--- config.mk ---
export PLATFORM = sky130hd
export DESIGN_NAME = quote_aware_tokenizer_unit_flat
export DESIGN_NICKNAME = d
export VERILOG_FILES = /design/src/rtl/core/qtok_pkg.sv /design/src/rtl/core/qtok_in_if.sv /design/src/rtl/core/qtok_out_if.sv /design/src/rtl/core/qtok_in_reg.sv /design/src/rtl/core/qtok_decode.sv /design/src/rtl/core/qtok_out_reg.sv /design/src/rtl/core/quote_aware_tokenizer_unit.sv /design/src/flat_wrapper.sv
export SDC_FILE = /design/constraint.sdc
export NUM_CORES = 1
export LEC_CHECK = 0
export BUFFER_PORTS_ARGS = -buffer_cell sky130_fd_sc_hd__buf_2
export CAP_MARGIN = 20
export CELL_PAD_IN_SITES_DETAIL_PLACEMENT = 2
export CELL_PAD_IN_SITES_GLOBAL_PLACEMENT = 2
export CORE_MARGIN = 10
export CORE_UTILIZATION = 31
export CTS_BUF_LIST = sky130_fd_sc_hd__clkbuf_8
export DETAILED_ROUTE_END_ITERATION = 8
export PLACE_DENSITY = 0.71
export SYNTH_ARGS = -nofsm -noshare
export SYNTH_HDL_FRONTEND = slang
export SYNTH_HIERARCHICAL = 1
export SYNTH_SLANG_ARGS = --single-unit
--- constraint.sdc ---
create_clock -name clk -period 2.8 [get_ports clk]
set_clock_uncertainty 0.05 [all_clocks]
set_input_delay 0.14 -clock clk [delete_from_list [all_inputs] [get_ports clk]]
set_output_delay 0.14 -clock clk [all_outputs]
set_load 0.02 [all_outputs]
--- src/rtl/core/qtok_pkg.sv ---
// ----------------------------------------------------------------------------
// qtok_pkg
// Shared types and character constants for the quote-aware tokenizer.
// ----------------------------------------------------------------------------
package qtok_pkg;

	// fixed characters
	localparam logic [7:0] CH_SQUOTE = 8'h27;
	localparam logic [7:0] CH_DQUOTE = 8'h22;
	localparam logic [7:0] CH_BSLASH = 8'h5C;
	localparam logic [7:0] CH_COMMA  = 8'h2C;
	localparam logic [7:0] CH_SPACE  = 8'h20;

	// open quote codes
	typedef enum logic [1:0] {
		QUOTE_NONE   = 2'd0,
		QUOTE_SINGLE = 2'd1,
		QUOTE_DOUBLE = 2'd2,
		QUOTE_SPARE  = 2'd3
	} quote_t;

	// one input item
	typedef struct packed {
		logic [7:0] in_byte;
		logic       end_of_string;
	} item_t;

	// one result item
	typedef struct packed {
		logic [7:0] out_byte;
		logic       byte_valid;
		logic       token_end;
	} result_t;

	// handoff from the input register to the decode stage
	typedef struct packed {
		logic  valid;
		item_t item;
	} stage_t;

	// decode stage output towards the result register
	typedef struct packed {
		logic    advance;
		logic    has_result;
		result_t result;
	} decode_t;

	function automatic logic is_separator(input logic [7:0] b);
		return (b == CH_COMMA) || (b == CH_SPACE);
	endfunction

endpackage

--- src/rtl/core/qtok_in_if.sv ---
// ----------------------------------------------------------------------------
// qtok_in_if
// Byte channel into the tokenizer: valid, ready and one input item.
// ----------------------------------------------------------------------------
interface qtok_in_if
	import qtok_pkg::*;
();
	logic       valid;
	logic       ready;
	logic [7:0] in_byte;
	logic       end_of_string;

	modport source (output valid, output in_byte, output end_of_string, input ready);
	modport sink   (input valid, input in_byte, input end_of_string, output ready);
endinterface

--- src/rtl/core/qtok_out_if.sv ---
// ----------------------------------------------------------------------------
// qtok_out_if
// Token channel out of the tokenizer: valid, ready and one result item.
// ----------------------------------------------------------------------------
interface qtok_out_if
	import qtok_pkg::*;
();
	logic       valid;
	logic       ready;
	logic [7:0] out_byte;
	logic       byte_valid;
	logic       token_end;

	modport source (output valid, output out_byte, output byte_valid, output token_end,
		input ready);
	modport sink   (input valid, input out_byte, input byte_valid, input token_end,
		output ready);
endinterface

--- src/rtl/core/qtok_in_reg.sv ---
// ----------------------------------------------------------------------------
// qtok_in_reg
// Input register: holds one accepted byte until the decode stage consumes it.
// ----------------------------------------------------------------------------
module qtok_in_reg
	import qtok_pkg::*;
(
	input  logic   clk,
	input  logic   arst_n,
	input  logic   in_valid,
	output logic   in_ready,
	input  item_t  in_item,
	input  logic   advance,
	output stage_t stage
);

	logic  valid_s1;
	item_t item_s1;

	// take a new byte when empty or when the held one moves on
	assign in_ready = !valid_s1 || advance;

	// valid flag
	always_ff @(posedge clk or negedge arst_n) begin
		if (!arst_n) begin
			valid_s1 <= 1'b0;
		end else if (in_ready) begin
			valid_s1 <= in_valid;
		end
	end

	// payload
	always_ff @(posedge clk) begin
		if (in_ready && in_valid) begin
			item_s1 <= in_item;
		end
	end

	assign stage.valid = valid_s1;
	assign stage.item  = item_s1;

endmodule

--- src/rtl/core/qtok_decode.sv ---
// ----------------------------------------------------------------------------
// qtok_decode
// Tokenizer state and per-byte decode: quote tracking, escapes, token ends.
// ----------------------------------------------------------------------------
module qtok_decode
	import qtok_pkg::*;
(
	input  logic    clk,
	input  logic    arst_n,
	input  stage_t  stage,
	input  logic    out_free,
	output decode_t dec
);

	quote_t quote_q, quote_d;
	logic   esc_q, esc_d;
	logic   intok_q, intok_d;
	logic   keep, ends;
	logic   sep, closes;
	logic [7:0] b;

	assign b      = stage.item.in_byte;
	assign sep    = is_separator(b);
	assign closes = ((quote_q == QUOTE_SINGLE) && (b == CH_SQUOTE)) ||
		((quote_q == QUOTE_DOUBLE) && (b == CH_DQUOTE));

	// next state and result for the held byte
	always_comb begin
		quote_d = quote_q;
		esc_d   = esc_q;
		intok_d = intok_q;
		keep    = 1'b0;
		ends    = 1'b0;
		if (intok_q || (quote_q != QUOTE_NONE) || !sep) begin
			intok_d = 1'b1;
			if (quote_q == QUOTE_NONE) begin
				priority if (b == CH_SQUOTE) begin
					quote_d = QUOTE_SINGLE;
				end else if (b == CH_DQUOTE) begin
					quote_d = QUOTE_DOUBLE;
				end else if (sep) begin
					ends    = 1'b1;
					intok_d = 1'b0;
				end else begin
					keep = 1'b1;
				end
			end else begin
				priority if (esc_q) begin
					esc_d = 1'b0;
					keep  = 1'b1;
				end else if (b == CH_BSLASH) begin
					esc_d = 1'b1;
				end else if (closes) begin
					quote_d = QUOTE_NONE;
				end else begin
					keep = 1'b1;
				end
			end
		end
		// end of string closes everything
		if (stage.item.end_of_string) begin
			if (intok_d) begin
				ends = 1'b1;
			end
			quote_d = QUOTE_NONE;
			esc_d   = 1'b0;
			intok_d = 1'b0;
		end
	end

	assign dec.advance           = stage.valid && out_free;
	assign dec.has_result        = keep || ends;
	assign dec.result.out_byte   = keep ? b : 8'h00;
	assign dec.result.byte_valid = keep;
	assign dec.result.token_end  = ends;

	// state update once per consumed byte
	always_ff @(posedge clk or negedge arst_n) begin
		if (!arst_n) begin
			quote_q <= QUOTE_NONE;
			esc_q   <= 1'b0;
			intok_q <= 1'b0;
		end else if (dec.advance) begin
			quote_q <= quote_d;
			esc_q   <= esc_d;
			intok_q <= intok_d;
		end
	end

	// a pending escape only exists inside quotes
	a_esc_in_quote: assert property (@(posedge clk) disable iff (!arst_n)
		esc_q |-> (quote_q != QUOTE_NONE))
		else $error("escape pending outside quotes");

	// state is back at reset after the last byte of a string
	a_eos_clears: assert property (@(posedge clk) disable iff (!arst_n)
		(dec.advance && stage.item.end_of_string) |=>
		(quote_q == QUOTE_NONE) && !esc_q && !intok_q)
		else $error("state not cleared at end of string");

	// an open quote always belongs to a token
	a_quote_in_token: assert property (@(posedge clk) disable iff (!arst_n)
		(quote_q != QUOTE_NONE) |-> intok_q)
		else $error("quote open outside a token");

endmodule

--- src/rtl/core/qtok_out_reg.sv ---
// ----------------------------------------------------------------------------
// qtok_out_reg
// Result register: holds one result until the downstream side takes it.
// ----------------------------------------------------------------------------
module qtok_out_reg
	import qtok_pkg::*;
(
	input  logic    clk,
	input  logic    arst_n,
	input  decode_t dec,
	output logic    out_free,
	output logic    out_valid,
	input  logic    out_ready,
	output result_t out_result
);

	logic    valid_q;
	result_t result_q;
	logic    load;

	assign out_free = !valid_q || out_ready;
	assign load     = dec.advance && dec.has_result;

	// valid flag
	always_ff @(posedge clk or negedge arst_n) begin
		if (!arst_n) begin
			valid_q <= 1'b0;
		end else if (out_free) begin
			valid_q <= load;
		end
	end

	// payload
	always_ff @(posedge clk) begin
		if (load) begin
			result_q <= dec.result;
		end
	end

	assign out_valid  = valid_q;
	assign out_result = result_q;

endmodule

--- src/rtl/core/quote_aware_tokenizer_unit.sv ---
// A byte accepted into the input register is decoded there and its result is
// registered in the result register, from which the result transfer happens.
// Throughput: one byte per cycle unless tokens.ready stalls the output;
// the decode is one short stage between the input and result registers.
// A byte that gives no result leaves the output untouched.
// Reset (arst_n low, asynchronous) empties both registers and clears the
// quote, escape and token state.
// ----------------------------------------------------------------------------
// quote_aware_tokenizer_unit
// Splits a byte stream into tokens with quote and escape handling.
// ----------------------------------------------------------------------------
module quote_aware_tokenizer_unit
	import qtok_pkg::*;
(
	input  logic      clk,
	input  logic      arst_n,
	qtok_in_if.sink   stream,
	qtok_out_if.source tokens
);

	item_t   in_item;
	stage_t  stage;
	decode_t dec;
	logic    out_free;
	result_t out_result;

	assign in_item.in_byte       = stream.in_byte;
	assign in_item.end_of_string = stream.end_of_string;

	// input register
	qtok_in_reg u_in_reg (
		.clk      (clk),
		.arst_n   (arst_n),
		.in_valid (stream.valid),
		.in_ready (stream.ready),
		.in_item  (in_item),
		.advance  (dec.advance),
		.stage    (stage)
	);

	// state and decode
	qtok_decode u_decode (
		.clk      (clk),
		.arst_n   (arst_n),
		.stage    (stage),
		.out_free (out_free),
		.dec      (dec)
	);

	// result register
	qtok_out_reg u_out_reg (
		.clk        (clk),
		.arst_n     (arst_n),
		.dec        (dec),
		.out_free   (out_free),
		.out_valid  (tokens.valid),
		.out_ready  (tokens.ready),
		.out_result (out_result)
	);

	assign tokens.out_byte   = out_result.out_byte;
	assign tokens.byte_valid = out_result.byte_valid;
	assign tokens.token_end  = out_result.token_end;

endmodule
--- src/flat_wrapper.sv ---
// flat-port wrapper written by rule: the top's interface ports become plain ports
module quote_aware_tokenizer_unit_flat import qtok_pkg::*;
  (clk, arst_n, stream_valid, stream_in_byte, stream_end_of_string, stream_ready, tokens_valid, tokens_out_byte, tokens_byte_valid, tokens_token_end, tokens_ready);
  qtok_in_if stream_i ();
  qtok_out_if tokens_i ();
  input  logic clk;
  input  logic arst_n;
  input wire logic [$bits(stream_i.valid)-1:0] stream_valid;
  input wire logic [$bits(stream_i.in_byte)-1:0] stream_in_byte;
  input wire logic [$bits(stream_i.end_of_string)-1:0] stream_end_of_string;
  output wire logic [$bits(stream_i.ready)-1:0] stream_ready;
  output wire logic [$bits(tokens_i.valid)-1:0] tokens_valid;
  output wire logic [$bits(tokens_i.out_byte)-1:0] tokens_out_byte;
  output wire logic [$bits(tokens_i.byte_valid)-1:0] tokens_byte_valid;
  output wire logic [$bits(tokens_i.token_end)-1:0] tokens_token_end;
  input wire logic [$bits(tokens_i.ready)-1:0] tokens_ready;
  assign stream_i.valid = stream_valid;
  assign stream_i.in_byte = stream_in_byte;
  assign stream_i.end_of_string = stream_end_of_string;
  assign stream_ready = stream_i.ready;
  assign tokens_valid = tokens_i.valid;
  assign tokens_out_byte = tokens_i.out_byte;
  assign tokens_byte_valid = tokens_i.byte_valid;
  assign tokens_token_end = tokens_i.token_end;
  assign tokens_i.ready = tokens_ready;
  quote_aware_tokenizer_unit u_core (.clk(clk), .arst_n(arst_n), .stream(stream_i), .tokens(tokens_i));
endmodule
After elaboration in Yosys (flattened, before gate mapping)
Index checks and enable logic that the tools add are counted.
{"block": "word_totals", "register_bits": 25, "latch_bits": 0, "mem_bits_rw": 0, "mem_bits_ro": 0, "in_bits": 13, "output_inout_bits": 12, "elab_cells": 75, "mem_count": 0}
{"block": "op_classes", "n_addsub": 0, "multipliers": 0, "n_div": 0, "n_lt_le_gt_ge": 0, "eq_ne": 11, "shift": 0, "muxes": 33, "bitwise_logic": 0, "n_reduce_logical": 21}
{"op": "$eq 8x6->1 const B", "count": 4}
{"op": "$mux 1", "count": 25}
{"op": "$mux 2", "count": 8}
{"op": "$eq 8x7->1 const B", "count": 1}
{"op": "$logic_or 1x1->1", "count": 7}
{"op": "$reduce_and 6->1", "count": 1}
{"op": "$logic_and 1x1->1", "count": 5}
{"op": "$ne 4x1->1 const B", "count": 1}
{"op": "$reduce_bool 2->1", "count": 2}
{"op": "$logic_not 1->1", "count": 3}
{"op": "$ne 3x1->1 const B", "count": 1}
{"op": "$ne 3x2->1 const B", "count": 1}
{"op": "$reduce_and 3->1", "count": 1}
{"op": "$reduce_bool 3->1", "count": 1}
{"op": "$eq 2x1->1 const B", "count": 1}
{"op": "$eq 2x2->1 const B", "count": 1}
{"op": "$logic_not 2->1", "count": 1}
{"op": "$ne 2x1->1 const B", "count": 1}

Logic depth before layout (Yosys ltp)
Gate-level depths: netlist (run 1).
{"block": "depth", "word_depth": 11, "mapped_depth": 7, "mapped_depth_nobuf": 6}

Hierarchy
The synthesis (run 1) kept the hierarchy.
{"module": "qtok_decode", "n_inst": 1, "cells_each": 61, "area_per_inst_um2": 500.5, "seq_area_each_um2": 100.1}
{"module": "qtok_out_reg", "n_inst": 1, "cells_each": 15, "area_per_inst_um2": 352.8, "seq_area_each_um2": 325.3}
{"module": "qtok_in_reg", "n_inst": 1, "cells_each": 14, "area_per_inst_um2": 331.6, "seq_area_each_um2": 295.3}

Least setup slack after synthesis (run 1)
No wires, ideal clock.
{"block": "synth_timing", "kind": "register to register", "from": "register u_core.u_in_reg.item_s1 (netlist bit u_core/u_in_reg/stage[3])", "to": "register u_core.u_out_reg.result_q (netlist bit u_core/u_out_reg/out_result[0]), enable pin", "setup_time_ns": 0.283, "arrival_ns": 1.669, "t_required_ns": 2.467, "slack_ns": 0.798, "path_stages_with_launch": 8, "n_path_buf": 1, "synth_period_minus_slack_ns": 2.002, "cell_sequence": "edfxtp_1 buf_6 nor3_1 o211ai_2 a2111oi_2 a211oi_1 nand2_1 inv_1"}
{"item": "from (decl)", "line_no": "qtok_in_reg.sv:18", "source": "item_t item_s1;"}
{"item": "from (signal assigned)", "line_no": "qtok_in_reg.sv:35", "source": "item_s1 <= in_item;"}
{"item": "to (signal assigned)", "line_no": "qtok_out_reg.sv:36", "source": "result_q <= dec.result;"}
{"item": "to (decl)", "line_no": "qtok_out_reg.sv:18", "source": "result_t result_q;"}

==> results of run 1 <==
==> sequential cells by signal, indices dropped and copies added, names as in the netlist <==
name	count
u_core/u_decode/intok_q	1
u_core/u_in_reg/stage	9
u_core/u_in_reg/valid_s1	1
u_core/u_out_reg/out_result	10
u_core/u_decode/quote_q	2
u_core/u_out_reg/out_valid	1
u_core/u_decode/esc_q	1
==> repair_timing <==
item | in CTS | in global routing
endpoints found under the hold margin | 15 | 0
resized for setup | 0 | 0
hold buffers | 10 | 0
==> final cells by class <==
cell class	instances	share of cell area, %
flip-flops and latches	25	48.86
multi-input cells	55	27.57
repair buffers	35	15.44
well taps	48	4.071
clock buffers	3	2.799
inverters	4	1.018
clock inverters	1	0.2545
==> final timing paths <==
path / end / depth (start not counted)
max: u_core/u_out_reg/out_result[8] / 6
min: u_core/u_in_reg/valid_s1 / 2
max reg2reg: u_core/u_out_reg/out_result[8] / 6
min reg2reg: u_core/u_out_reg/out_valid / 2
max in group asynchronous: u_core/u_in_reg/valid_s1 / 2
min in group asynchronous: u_core/u_decode/quote_q[0] / 2
==> cells by family after synthesis <==
logic type,after synthesis
muxes,1
and+or+nand+nor,38
buffers and inverters,10
xor gates and xnor gates,2
DFF,25
AOI/OAI and AO/OA,14
==> power by group through the flow <==
stage               Clock (mW)  Combinational (mW)  Sequential, mW
floorplan                    0              0.0858           0.513
detailed placement           0               0.153           0.501
finish                   0.214               0.162           0.493
global placement             0               0.148           0.496
CTS                      0.221               0.164           0.494
global route             0.238               0.179           0.500
==> Yosys cell counts (all sizes together), types with 2 or more instances <==
master  number  share of area (%)
and2         2                1.3
dfrtp        6                 13
nor3         3                1.3
nor2b        4                2.1
a211oi       2                2.3
nand2b       3                2.9
nand2       10                3.4
a21oi        2               0.84
a41o         2                1.7
a31oi        2                1.1
xnor2        2                1.5
buf          5                3.3
inv          4                1.3
nor2         8                2.5
edfxtp      19                 48
==> metrics by stage <==
| step | power [mW] | hold WS [ps] | utilization (%) | cell area [sq um] | worst slack [ps] |
|---|---|---|---|---|---|
| floorplan | 0.5993 | -205.6 | - | 1185 | 797.9 |
| global placement | 0.6440 | -77.78 | 36.06 | 1330 | 656.0 |
| detailed placement | 0.6533 | -74.45 | 36.06 | 1330 | 524.4 |
| CTS | 0.8793 | 31.67 | 39.99 | 1475 | 492.0 |
| global route | 0.9173 | 26.08 | 39.99 | 1475 | 392.1 |
| finish | 0.8685 | 45.87 | 39.99 | 1475 | 511.3 |
==> layout by cell type (no fill, tap or decap), drive strengths merged, types with 2 or more instances in the layout <==
cell,count
nand2,10
nor2b,4
edfxtp,19
dlygate4sd3,10
buf,25
xnor2,2
a31oi,2
and2,2
nor2,8
a211oi,2
a21oi,2
nand2b,3
clkbuf,3
nor3,3
dfrtp,6
inv,5
a41o,2
==> critical path: cells and delay by family, from the launching register on <==
family | cells | cell delay (ps)
AOI/OAI and AO/OA | 3 | 690
buffers and inverters | 1 | 190
DFF | 1 | 530
and+or+nand+nor | 2 | 540
==> per-layer routing <==
layer | part of all wire, % | up-vias
li1 | - | 395
met1 | 38 | 419
met2 | 55 | 15
met3 | 4.7 | 5
met4 | 1.9 | 0
met5 | 0 | -
==> results.md, run 1 <==
- Row count: 22
- # diodes: 0
- Synth Flop Type: edfxtp_1
- Clock Root Buffer: clkbuf_8
- Via/cell ratio: just under 5
- Initial Util: between 30% and 40%
- Met1 Usage GRT: 9.813%
- Xor/xnor share of the synthesized area: ~1.5%
- Unrepaired setup endpoints after global routing: no
- Cell area after synthesis: 0.001185 sq mm
- Largest family of logic cells by synthesized area: simple AND/OR/NAND/NOR gates
- Hold path start: stream_valid
- Pwr per Cell Area: roughly 590 mW/mm^2
- Post-Synth Adder-Cell Area: 0%
- Grt peak-use layer: met2
- Max IR drop VDD: about 0.2 mV
- I/O pin cnt: 25
- Die area: about 0.0067 sq mm
- Switching pwr: between 0.2 and 0.3 mW
- Ys async rst share: a little under a quarter
- Clock buffer depth: 2
- Finished Layout Cells: ~170
- Post-synth net total: approximately 100
- Post-synthesis area per instance: between 10 and 15 sq um
- Global Route met2 Usage: between 10% and 20%
- Placed Cells: around 160
- Clock Power Share: between 20 and 25%
- CP Class: flip-flop to flip-flop
- Seq/Total Area, Yosys: 60.82%
- Final Hold Fails: 0
- Clock-pin transition on the worst setup and hold timing paths: around 90 ps
- Crit-path slowest cell: edfxtp_1
- Die height: between 80 and 90 um
- Comb power frac: a little under a fifth
- R2r setup slk: 510 ps
- Setup bufs post-CTS: 0
- Fin crit period: approximately 2300 ps
- Synth-to-Final Area Change: 24.50%
- Fmax: between 0.4 and 0.5 GHz
- Htree depth: 1
- WL per Instance: between 15 and 20 um
- CTS tree: built
- GRT Util Overall: roughly a tenth
- Setup TNS: 0 ps
- # setup viols final: 0
- ANT nets after route: 0
- Total number of vias: around 830
- Clock Sinks: 25
- Yosys cell types: 37
- Crit path launch: u_core/u_in_reg/stage[3]
- Total wire length: about 3000 um
- Critical path fanouts, max: 10
- Largest net degree at the start of global routing: 14
- Post-DP HPWL: 2176 um
- Worst hold path type: primary input to flip-flop
- Initial antenna violation count: 0
- CP Cell Sequence: nor3_1 -> o211ai_2 -> a2111oi_2 -> a211oi_1 -> nand2_1 -> inv_1
- Worst-Margin Slew: approximately 540 ps
- Slew Viols, Final: 0
- Nets: roughly 140
- First-pass GRT wire length: between 5000 and 6000 um
- CTS buffer count: 3
- Initial DRC Count: 66
- Share of cells above drive strength 1: 31.71%
- Clk_lat worst skew: between 200 and 300 ps
- Post-synth EDFFs: 19
- Footprint of the multi-input gates: between 400 and 500 sq um
- DR pass1 iterations: 4
- Number of global-route vias before repair: approximately 1.0k
- Synth Area in Compound Gates: between 10 and 15%
- Worst slew margin: between 60% and 70%
- Leakage: approximately 0.6 nW
- R2R Path Start: u_core/u_in_reg/stage[3]
- Worst Path Arrival: between 2000 and 2500 ps
- Syn Inst Count: 90
- Width of the die: 81.83 um
- Post-synthesis mux area share: less than 1%
- Core ar.: 0.003689 sq mm
- DR DRC count: 0
- Sequential Power Share: between 50 and 60%
- Register area: between 700 and 800 sq um
- CP max stage delay: ~530 ps
- Required @ worst endpoint: around 2700 ps
- I/O Buffers: 24
- Final period utilization: between 80 and 90%
- GR met3 Demand/Resource: 2.183%
- Overflow after GRT: 0
- Synth Register Bits: 25
- Routability congestion estimate: a little under 0.8
- Crit. End Element: flip-flop
- Crit path launch type: flip-flop
- Synth warn: 6
- Fillers: around 410
- Run status: completed
- Simple-Gate Fraction of Synth Area: between 20% and 30%
- Max Cap Viol: 0
- Internal: about 0.61 mW
- Sw Ratio: approximately 30%
Note: power is estimated with default switching activity, not from simulation.
==> inputs of run 2 (changes only) <==
==> constraint.sdc (replaced) <==
create_clock -name clk -period 2.3 [get_ports clk]
set_clock_uncertainty 0.05 [all_clocks]
set_input_delay 0.115 -clock clk [delete_from_list [all_inputs] [get_ports clk]]
set_output_delay 0.115 -clock clk [all_outputs]
set_load 0.02 [all_outputs]
==> run 2 against run 1 <==
  * Wire length fell by 2.9%
  * Critical path type unchanged
  * Combinational power rose by 30%
  * Core utilization grew 1.5 points
  * Global-route usage down 0.98 points
  * Largest cell class unchanged
  * Non-clock buffer count up 2
  * Sequential power up 22%
  * Clock-buffer cell count unchanged
  * First-iteration DRC count is 55% lower
  * Worst setup slack got worse by 360 ps
  * Clock power increased by 23%
  * Via count up 0.96%
  * Worst hold slack worse by 37 ps
==> results.md, run 2 (synthesis results as in run 1) <==
- Fin area: 0.001531 sq mm (was 0.001475 sq mm)
- Clock-pin transition on the worst setup and hold timing paths: 90 ps (about the same)
- Crit. End Element: flip-flop (unchanged)
- Critical path fanouts, max: 5 (was 10)
- Core ar.: 0.003689 sq mm (unchanged)
- Footprint of the multi-input gates: 432.9 sq um (was 406.6 sq um)
- Commonest non-fill, non-tap cell in the layout: buf_2 (unchanged)
- Nets: 140 (was 137)
- Clock buffer depth: 2 (unchanged)
- Routability congestion estimate: 0.7375 (was 0.7839)
- Worst hold path type: primary input to flip-flop (unchanged)
- Sw Ratio: 29.86% (was 29.32%)
- Post-DP HPWL: 2036 um (was 2176 um)
- Clk_lat worst skew: 270 ps (about the same)
- Comb power frac: 19.6% (was 18.6%)
- Worst Path Arrival: 2100 ps (was 2220 ps)
- CP Class: flip-flop to flip-flop (unchanged)
- Initial antenna violation count: 0 (unchanged)
- Width of the die: 81.83 um (unchanged)
- Switching pwr: 0.3221 mW (was 0.2546 mW)
- Pwr per Cell Area: 704.2 mW/mm^2 (was 588.8 mW/mm^2)
- Final Hold Fails: 0 (unchanged)
- Clock Root Buffer: clkbuf_8 (unchanged)
- Sequential Power Share: 55.9% (was 56.8%)
- DR pass1 iterations: 4 (unchanged)
- Fmax: 0.4661 GHz (was 0.4369 GHz)
- Initial Util: 32.12% (unchanged)
- Clock Sinks: 25 (unchanged)
- DR DRC count: 0 (unchanged)
- WL per Instance: 16.53 um (was 17.33 um)
- Dpl cell area: 0.001345 sq mm (was 0.001330 sq mm)
- First-pass GRT wire length: 4540 um (was 5016 um)
- Total number of vias: 842 (was 834)
- Overflow after GRT: 0 (unchanged)
- Largest net degree at the start of global routing: 16 (was 14)
- Max Cap Viol: 0 (unchanged)
- CTS buffer count: 3 (unchanged)
- Required @ worst endpoint: 2260 ps (was 2730 ps)
- Fin crit period: 2145 ps (was 2289 ps)
- I/O Buffers: 24 (unchanged)
- Crit path launch type: flip-flop (unchanged)
- Max IR drop VDD: 0.2824 mV (was 0.2003 mV)
- Number of global-route vias before repair: 948 (was 1,000)
- Most frequent cells in the layout: 24 x buf_2, 19 x edfxtp_1, 10 x dlygate4sd3_1, 8 x nand2_1, 8 x nor2_1 (was 24 x buf_2, 19 x edfxtp_1, 10 x dlygate4sd3_1, 9 x nand2_1, 8 x nor2_1)
- GRT Util Overall: 8.795% (was 9.778%)
- Max reg flops: 10 (unchanged)
- Register area: 720.7 sq um (unchanged)
- Fillers: 394 (was 406)
- Internal: 0.7564 mW (was 0.6139 mW)
- Htree depth: 1 (unchanged)
- Run status: completed (unchanged)
- # diodes: 0 (unchanged)
- Initial DRC Count: 30 (was 66)
- Die area: 0.006695 sq mm (unchanged)
- I/O pin cnt: 25 (unchanged)
- ANT nets after route: 0 (unchanged)
- Worst slew margin: 65.42% (was 63.55%)
- Clock Power Share: 24.5% (was 24.6%)
- Synth-to-Final Area Change: 29.25% (was 24.50%)
- Final core occ: 41.52% (was 39.99%)
- Slew Viols, Final: 0 (unchanged)
- Final period utilization: 93.28% (was 81.74%)
- # setup viols final: 0 (unchanged)
- Leakage: 0.6025 nW (was 0.6005 nW)
- Share of cells above drive strength 1: 37.30% (was 31.71%)
- Via/cell ratio: 4.839 (was 4.877)
- Row count: 22 (unchanged)
- CTS tree: built (unchanged)
- Worst-Margin Slew: 517.9 ps (was 539.3 ps)
- Die height: 81.83 um (unchanged)
- Total wire length: 2876 um (was 2963 um)
-- run 2: metrics by stage --
step	power [mW]	setup TNS, ps	hold slack [ps]	cells	setup slack [ps]
after floorplan	0.7296	0	-230.6	90	297.9
after global placement	0.7889	0	-103.1	159	216.8
after detailed placement	0.7977	0	-99.65	159	123.4
after CTS	1.079	0	7.963	173	105.6
after global routing	1.134	-23.01	6.768	174	-7.537
final	1.078	0	9.256	174	154.5
-- run 2: worst paths after layout --
path                                             from                        endpoint  slack (ps)  depth (start not counted)
setup / recovery             u_core/u_in_reg/stage[5]  u_core/u_out_reg/out_result[3]         150                          6
hold / removal                           stream_valid        u_core/u_in_reg/valid_s1           9                          2
setup reg to reg             u_core/u_in_reg/stage[5]  u_core/u_out_reg/out_result[3]         150                          6
hold reg to reg            u_core/u_out_reg/out_valid      u_core/u_out_reg/out_valid         500                          2
max in group asynchronous                      arst_n        u_core/u_in_reg/valid_s1        1910                          2
min in group asynchronous                      arst_n           u_core/u_decode/esc_q         150                          2
-- run 2: power by group through the flow --
stage	combinational [mW]	sequential, mW	clock, mW
after global routing	0.234	0.611	0.289
after floorplan	0.105	0.625	0
after detailed placement	0.188	0.609	0
after global placement	0.184	0.605	0
final	0.211	0.603	0.264
after CTS	0.204	0.600	0.275
-- run 2: critical path, cell delays in order, from the launching register on --
cell and delay [ps]:
edfxtp_1 460, nor4b_4 360, o211ai_2 220, a2111oi_4 380, a211oi_1 90, nand2_2 150
clkinvlp_4 180
-- run 2: routing by layer --
metal | share of wire, % | up-vias | wire, um | track usage [%]
li1 | - | 400 | - | -
met1 | 39 | 425 | 1136 | 9.761
met2 | 54 | 15 | 1567 | 15.91
met3 | 5.4 | 2 | 155 | 2.183
met4 | 0.59 | 0 | 17 | 3.061
met5 | 0 | - | 0 | 0
-- run 2: cell type report --
class	count	area share, %
Tap cell	48	3.922
Clock buffer	3	2.696
Sequential cell	25	47.06
Timing Repair inverter	1	0.4902
Multi-Input combinational cell	55	28.27
Timing Repair Buffer	37	15.85
Inverter	4	1.225
Clock inverter	1	0.4902
-- run 2: timing repair --
item                       CTS  global route
hold buffers                10             0
hold endpoints to repair    15             0
setup endpoints to repair    0            10
buffers inserted             0             0
resized for setup            0             6
